==> src/rtl/core/spc_ram.sv <==
// Generic single-port-write, single-port-read RAM with registered read data.
module spc_ram #(
   parameter int WIDTH = 32,
   parameter int DEPTH = 64,
   localparam int AW = (DEPTH > 1) ? $clog2(DEPTH) : 1
) (
   input  logic             clock,
   input  logic             wr_en,
   input  logic [AW-1:0]    wr_addr,
   input  logic [WIDTH-1:0] wr_data,
   input  logic [AW-1:0]    rd_addr,
   output logic [WIDTH-1:0] rd_data
);
   logic [WIDTH-1:0] mem [DEPTH];
   logic [WIDTH-1:0] rd_data_ff;

   always_ff @(posedge clock) begin
      if (wr_en) begin
         mem[wr_addr] <= wr_data;
      end
      rd_data_ff <= mem[rd_addr];
   end

   assign rd_data = rd_data_ff;
endmodule

==> config.mk <==
export PLATFORM = sky130hd
export DESIGN_NAME = spc_ram
export DESIGN_NICKNAME = d
export VERILOG_FILES = /design/src/rtl/core/spc_ram.sv
export SDC_FILE = /design/constraint.sdc
export NUM_CORES = 2
export LEC_CHECK = 0
export BUFFER_PORTS_ARGS = -buffer_cell sky130_fd_sc_hd__buf_2
export CAP_MARGIN = 10
export CORE_MARGIN = 2
export CORE_UTILIZATION = 61
export DETAILED_ROUTE_END_ITERATION = 8
export PLACE_DENSITY = 0.83
export SYNTH_ARGS = -nofsm -noshare
export SYNTH_HDL_FRONTEND = slang
export SYNTH_SLANG_ARGS = --single-unit
==> constraint.sdc <==
create_clock -name clock -period 4.35 [get_ports clock]
set_clock_uncertainty 0.05 [all_clocks]
set_input_delay 0.435 -clock clock [delete_from_list [all_inputs] [get_ports clock]]
set_output_delay 0.435 -clock clock [all_outputs]
set_load 0.01 [all_outputs]
==> flow_summary.ini <==
[status]
outcome = completed

[power]
power.switching_mw = 8.94
clkPwrFrac_pct = 40.4
p_int_mw = 32.2
max-vdd-ir-drop_v = 0.000455
pwr-share-seq_pct = 54.2
powerDensity_mw_per_mm2 = 465
p_sw_share_pct = 21.7
p_comb_share_pct = 5.4
leakage_nw = 27.7
power_mw = 41.1

[cts]
tritoncts = done
clock_latency_ns = 0.83
path_clk_slew_ns = 0.06
cts_htree_levels = 4
cts_sinks = 2080
clock_path_buffers = 3
cts_buffers = 189
cts_resized = 0
clock-root-buffer = clkbuf_16
cts_setup_buffers = 0

[detailed_routing]
routed_wl_um = 220000
avgRoutedWirePerCell_um = 40.5
drc = 0
final_antenna_net_count = 0
vias = 39500
viasPerCell = 7.28
drt_iter0_drc = 7285
dr.pass1.iters = 7

[grt]
grt_pass1_wl_um = 307000
antenna_found_initial = 22
grt-ovfl-total = 0
first_global_vias = 40500
grt_max_degree = 74
grt_use_total_pct = 34.1

[setup_path]
crit_required_ns = 4.93
arrival_ns = 3.92
endpoint_kind = register
start_kind = input pin
crit_type = in2reg
crit_path_max_fanout = 73

[synth]
synth_top_area_share_pct = 78.3
synth_warnings = 0
yosysTopAreaCell = edfxtp_1
synth-edff-count = 2048
syn_avg_cell_area_um2 = 23.6
seq_area_frac_synth_pct = 79.1
synthesis.area_mm2 = 0.0785
synth_common_cells = edfxtp_1 (2,048), mux4_2 (544), nor2_1 (137)
synth.most_common_cell = edfxtp_1
ys_seq_elements = 2080
synth.area.top_cells = edfxtp_1 (78%), mux4_2 (16%), mux2i_1 (1.2%), dfxtp_1 (0.82%), o22ai_1 (0.67%)
synthCells = 3324
async_reset_ff_share_pct = 0
synth_ff_type = edfxtp_1
synth_cell_types = 34
syn_nets = 3370

[timing]
fmax_mhz = 300
rsz0062_at_grt = false
maxSlewHeadroom_pct = 5.30
worst_pin_slew_ns = 1.41
period_needed_ns = 3.34
hold_violations = 0
tns_ns = 0
period_share_pct = 76.8
slew_violations = 0
setup-violations-final = 0

[die]
ioPinCount = 78
die_h_um = 363
floorplan.initialDensity_pct = 61.5
dieWidth_um = 363
dieArea_mm2 = 0.132
rows = 131
core_area_mm2 = 0.128

[layout]
nets = 3645
final_cell_count_no_fill = 5429
area_growth_syn_to_layout_pct = 12.7
drive_gt1_share_pct = 30.6
final_area_mm2 = 0.0885

[place]
place_area_mm2 = 0.0822
dp_hpwl_um = 111000
io_buffers = 77
placed_cells = 5062
place_congestion = 0.848

[min_path]
worstHoldPathType = in2reg

[job]
maxCapViolations = 0
cells by family (layout without fill, tap and decap cells):
family                 Yosys count  in the layout  synth area share, %
and+or+nand+nor                223            223                 1.27
muxes                          637            637                 16.8
other                            0              3                    0
AOI/OAI and AO/OA              202            202                 1.67
buffers and inverters          182            622                 1.13
DFF                           2080           2080                 79.1
flip-flops by register name (all words and copies together) (netlist names):
register,flops
rd_data,32
mem,2048
timing repair:
item                                    CTS  global route
hold endpoints to repair                  0            31
hold buffers                              0             2
endpoints found under the setup margin    0             0
worst paths after layout:
kind                                   from          end  depth (start not counted)  slack, ns
worst max-delay path             rd_addr[1]  rd_data[20]                          7       1.01
worst min-delay path            wr_data[22]  mem[13][22]                          1       0.01
worst max register to register  mem[26][20]  rd_data[20]                          5       1.69
worst min register to register   mem[13][4]   rd_data[4]                          4       0.80
routing by layer:
metal,track usage (%),wire length [µm]
met5,0,93
met4,19.5,14500
met2,55.0,108000
met1,43.1,69100
met3,7.86,28100
cells in the final DEF (no fill, tap or decap), types with 26 or more instances in the layout:
master     Yosys  routed
edfxtp_1    2048    2048
mux4_2       544     544
clkbuf_16      0     195
buf_4         25     160
mux2i_1       93      93
o22ai_1       84      84
nor2_1       137      75
buf_2         57      73
a21oi_1       62      62
nor2_4         0      62
clkbuf_1      74      50
clkinv_2       0      34
clkinv_1       0      32
dfxtp_1       32      32
buf_12         0      28
o221ai_1      27      27
nand2_1       26      26
critical path, stage by stage:
cell and delay [ns]:
buf_8 0.30, buf_12 0.31, nor2b_1 0.94, buf_4 0.37, nand2_1 0.10, a311oi_1 1.16, nor3_1 0.19
per-stage QoR:
stage | utilization (%) | worst slack (ns) | hold slack, ns
after global placement | 64.4 | 0.338 | 0.702
after detailed placement | 64.4 | 0.310 | 0.723
after CTS | 69.2 | 1.12 | 0.00620
after floorplan | - | 0.705 | 0.484
after global routing | 69.3 | 0.993 | 0.00827
final | 69.3 | 1.01 | 0.0129
power groups by stage:
stage          clock, mW  sequential (mW)  combinational, mW
6_report            16.6             22.3               2.21
5_1_grt             17.3             22.3               2.26
4_1_cts             16.6             22.3               2.16
3_5_place_dp           0             22.7               2.09
3_3_place_gp           0             22.7               2.02
2_1_floorplan          0             22.7               1.08
area by class of cell:
type	count	area (µm²)
antenna	3	7.51
clock buffer	268	5380
clock inverter	88	706
fill	6860	39200
multi-input combinational	1062	16000
sequential	2080	62100
tap	1662	2080
timing repair buffer	266	2190
Note: power is estimated with default switching activity, not from simulation.
