==> src/rtl/core/spc_pkg.sv <==
// Shared constants and types of the signal pending controller.
package spc_pkg;

   localparam int QUEUE_DEPTH_DEF = 64;
   localparam int RT_CHANNELS_DEF = 16;
   localparam int INFO_BITS_DEF   = 32;

   localparam int MASK_BITS    = 64;
   localparam int WIDE_BITS    = 64;
   localparam int SIG_BITS     = 7;
   localparam int WORD_BITS    = 32;
   localparam int TSIG_BITS    = 6;
   localparam int BIT_IDX_BITS = 6;
   localparam int STD_COUNT    = 31;
   localparam int STD_POS_BITS = 5;
   localparam int CH_MAX_BITS  = 5;
   localparam int RT_FIRST     = 32;
   localparam int SIG_LIMIT    = 64;

   localparam logic OP_POST = 1'b0;
   localparam logic OP_TAKE = 1'b1;

   typedef struct packed {
      logic                    std_hit;
      logic [STD_POS_BITS-1:0] std_pos;
      logic                    rt_hit;
      logic [CH_MAX_BITS-1:0]  rt_ch;
      logic                    any;
   } pick_type;

endpackage

==> src/rtl/core/spc_pick.sv <==
// Priority selection of the next deliverable standard signal and realtime channel.
module spc_pick #(
   parameter int RT_CHANNELS = spc_pkg::RT_CHANNELS_DEF
) (
   input  logic [spc_pkg::MASK_BITS-1:0] pending,
   input  logic [spc_pkg::MASK_BITS-1:0] blocked,
   input  logic [RT_CHANNELS-1:0]        nonempty,
   output spc_pkg::pick_type             pick
);
   import spc_pkg::*;

   logic [STD_COUNT-1:0]   std_cand;
   logic [RT_CHANNELS-1:0] rt_cand;

   assign std_cand = pending[STD_COUNT-1:0] & ~blocked[STD_COUNT-1:0];
   assign rt_cand  = nonempty & ~blocked[RT_FIRST-1 +: RT_CHANNELS];

   always_comb begin
      pick.std_hit = |std_cand;
      pick.std_pos = '0;
      for (int i = STD_COUNT - 1; i >= 0; i--) begin
         if (std_cand[i]) begin
            pick.std_pos = STD_POS_BITS'(i);
         end
      end
      pick.rt_hit = |rt_cand;
      pick.rt_ch  = '0;
      for (int i = RT_CHANNELS - 1; i >= 0; i--) begin
         if (rt_cand[i]) begin
            pick.rt_ch = CH_MAX_BITS'(i);
         end
      end
      pick.any = pick.std_hit | pick.rt_hit;
   end
endmodule
==> config.mk <==
export PLATFORM = sky130hd
export DESIGN_NAME = spc_pick
export DESIGN_NICKNAME = d
export VERILOG_FILES = /design/src/rtl/core/spc_pkg.sv /design/src/rtl/core/spc_pick.sv
export SDC_FILE = /design/constraint.sdc
export NUM_CORES = 1
export LEC_CHECK = 0
export BUFFER_PORTS_ARGS = -buffer_cell sky130_fd_sc_hd__buf_4
export CORE_AREA = 2 2 62 64
export DETAILED_ROUTE_END_ITERATION = 12
export DIE_AREA = 0 0 64 66
export GPL_TIMING_DRIVEN = 0
export PLACE_DENSITY = 0.78
export SYNTH_ARGS = -nofsm -noshare
export SYNTH_HDL_FRONTEND = slang
export SYNTH_SLANG_ARGS = --single-unit
==> constraint.sdc <==
create_clock -name vclk -period 1.26
set_input_delay 0.189 -clock vclk [all_inputs]
set_output_delay 0.189 -clock vclk [all_outputs]
set_load 0.02 [all_outputs]
==> summary.md <==
| Metric | Value |
|---|---|
| Status | finished, violations left |
| Failing checks | negative setup slack |
| Crit path capture type | primary output |
| Initial Util | 25.3% |
| Worst setup SP type | primary input |
| Layout Nets | 417 |
| Peak supply drop | 0.183 mV |
| Layout area overhead | 148% |
| Die area | 0.00422 mm^2 |
| Final hold vios | 0 |
| WL/cell | 11.7 um |
| Die width | 64 um |
| Endpoints failing setup | 12 |
| Inserted Diodes | 0 |
| FF+latch area | 0 um^2 |
| Total GRT Usage | 16.0% |
| Filler instances | 327 |
| Leakage | 1.08 nW |
| Hold/Removal Path Class | primary input to primary output |
| Final min period | 1.66 ns |
| PnR worst setup slack | -0.403 ns |
| Synth warn | 0 |
| Post-DP HPWL | 2850 um |
| Area of the multi-input gates | 0.00116 mm^2 |
| Hold Path Stages | 5 |
| Worst EP arrival | 1.47 ns |
| Initial antenna violation count | 0 |
| Syn_nets | 293 |
| Cells after Synth | 149 |
| Core area | 0.00355 mm^2 |
| Layout cell share with drive strength beyond 1 | 64.2% |
| Min-delay src | nonempty[1] |
| Crit-path max FO | 3 |
| # IOs | 157 |
| Final Cycle Share | 132% |
| Max-cap violations | 0 |
| Slew Viols, Final | 0 |
| Pin count of the biggest net entering global routing | 5 |
| First-pass DRT Iterations | 4 |
| DR vias | 1511 |
| PD cells | 350 mW/mm^2 |
| DR WL met2 | 2010 um |
| Critical Path RT | 1.07 ns |
| Final Cell Area | 0.00223 mm^2 |
| Sequential area share after synthesis | 0% |
| Final WL | 3720 um |
| Dpl cell area | 0.00182 mm^2 |
| Post-Syn Area | 898 um^2 |
| RSZ-0062 raised after global routing | true |
| Library cells used by synthesis | 39 |
| Top sig layer | met3 |
| Number of vias per cell | 4.74 |
| Number of clock-tree buffers in the layout | 0 |
| Metal-1 WL | 1400 um |
| Syn Area/Cell | 6.03 um^2 |
| Hold endpoint | pick[2] |
| Hold slack | 0.807 ns |
| DR WL met3 | 309 um |
| Remaining DRCs | 0 |
| GRT overflow | 0 |
| Antenna Violating Nets Remaining | 0 |
| Die span in y | 66 um |
| Initial drt markers | 17 |
| First-pass GRT wire length | 5730 um |
| FP Rows | 22 |
| CP Class | primary input to primary output |
| Vias in the first global route | 1412 |
| Port Buffers | 106 |
| GPL Wtd Cong | 0.804 |
| Fmax | 601 MHz |
| FF+latch count | 0 |
[worst max-delay path by stage]
stage / startpoint / cells after the start / slack (ns) / to
6_report: blocked[28] / 7 / -0.40 / pick[8]
5_1_grt: blocked[28] / 7 / -0.50 / pick[8]
4_1_cts: blocked[26] / 7 / -0.41 / pick[8]
3_5_place_dp: pending[27] / 7 / -0.53 / pick[8]
3_3_place_gp: pending[27] / 7 / -0.54 / pick[8]
2_1_floorplan: blocked[28] / 5 / -0.19 / pick[8]
[report_power, final]
part	leakage (nW)	total [W]	internal, W	switching, W
registers	0	0	0	0
logic	1.08	0.000778	0.000468	0.000310
clock network	0	0	0	0
total	1.08	0.000778	0.000468	0.000310
[cell families after synthesis]
family          Yosys count  synth area share (%)
compound gates           33                  23.5
buf+inv                   3                  1.67
other cells               1                 0.417
simple gates            112                  74.4
[final cells by class]
type / count / area share [%]
tap: 48 / 2.70
buffer: 1 / 0.337
inverter: 2 / 0.337
multi-input combinational: 146 / 52.3
timing repair buffer: 122 / 44.4
[cells in the final DEF (no fill, tap or decap), drive strengths merged, types with 2 or more instances in the layout]
master,synthesis,final
nor2,15,15
o21ai,5,5
a21oi,11,11
nor3,2,2
or4,2,2
buf,1,123
nand2,12,12
nor4,2,2
nor2b,42,42
o211ai,3,3
nand2b,19,19
nor4b,2,2
nand3b,2,2
nand4,3,3
o31ai,3,3
inv,2,2
nand3,3,3
a31oi,2,2
[worst max-delay path, cell delays in order]
cell and delay [ns]:
buf_6 0.09, nand2b_4 0.13, a311oi_2 0.29, o31ai_2 0.10, a2111oi_2 0.41, o41ai_2 0.10, buf_4 0.16
[timing repair]
action / 4_1_cts / 5_1_grt
gates resized for setup: 50 / 22
buffers inserted: 13 / 3
setup endpoints to repair: 12 / 12
pin swaps: 14 / 9
cloned: 0 / 0
endpoints found under the hold margin: 0 / 0
hold buffers: 0 / 0
[Yosys cell counts, types with 2 or more instances]
cell type / count / area, um^2
o31ai_1: 3 / 22.5
nor2_1: 15 / 56.3
o21ai_0: 5 / 25.0
nand3b_1: 2 / 15.0
inv_1: 2 / 7.51
a31oi_1: 2 / 12.5
nor3_1: 2 / 10.0
nand4_1: 3 / 18.8
nand3_1: 3 / 15.0
nor4_1: 2 / 12.5
nand2_1: 12 / 45.0
o211ai_1: 3 / 22.5
nand2b_1: 18 / 113
or4_1: 2 / 15.0
nor2b_1: 41 / 257
a21oi_1: 11 / 55.1
[metrics by stage]
stage / utilization, % / instances / setup TNS, ns / power [W] / setup WS (ns)
6_report: 62.7 / 319 / -2.75 / 0.000778 / -0.403
5_1_grt: 62.7 / 319 / -3.53 / 0.000839 / -0.498
4_1_cts: 59.6 / 316 / -2.82 / 0.000729 / -0.413
3_5_place_dp: 51.2 / 303 / -3.77 / 0.000609 / -0.530
3_3_place_gp: 51.2 / 303 / -3.64 / 0.000601 / -0.541
2_1_floorplan: - / 149 / -0.766 / 0.000299 / -0.188
[metal layers]
layer,global-route usage [%],vias up
met2,32.2,60
met3,2.39,0
met5,0,-
met1,18.6,678
met4,0,0
li1,-,773
(Power assumes the default switching activity.)
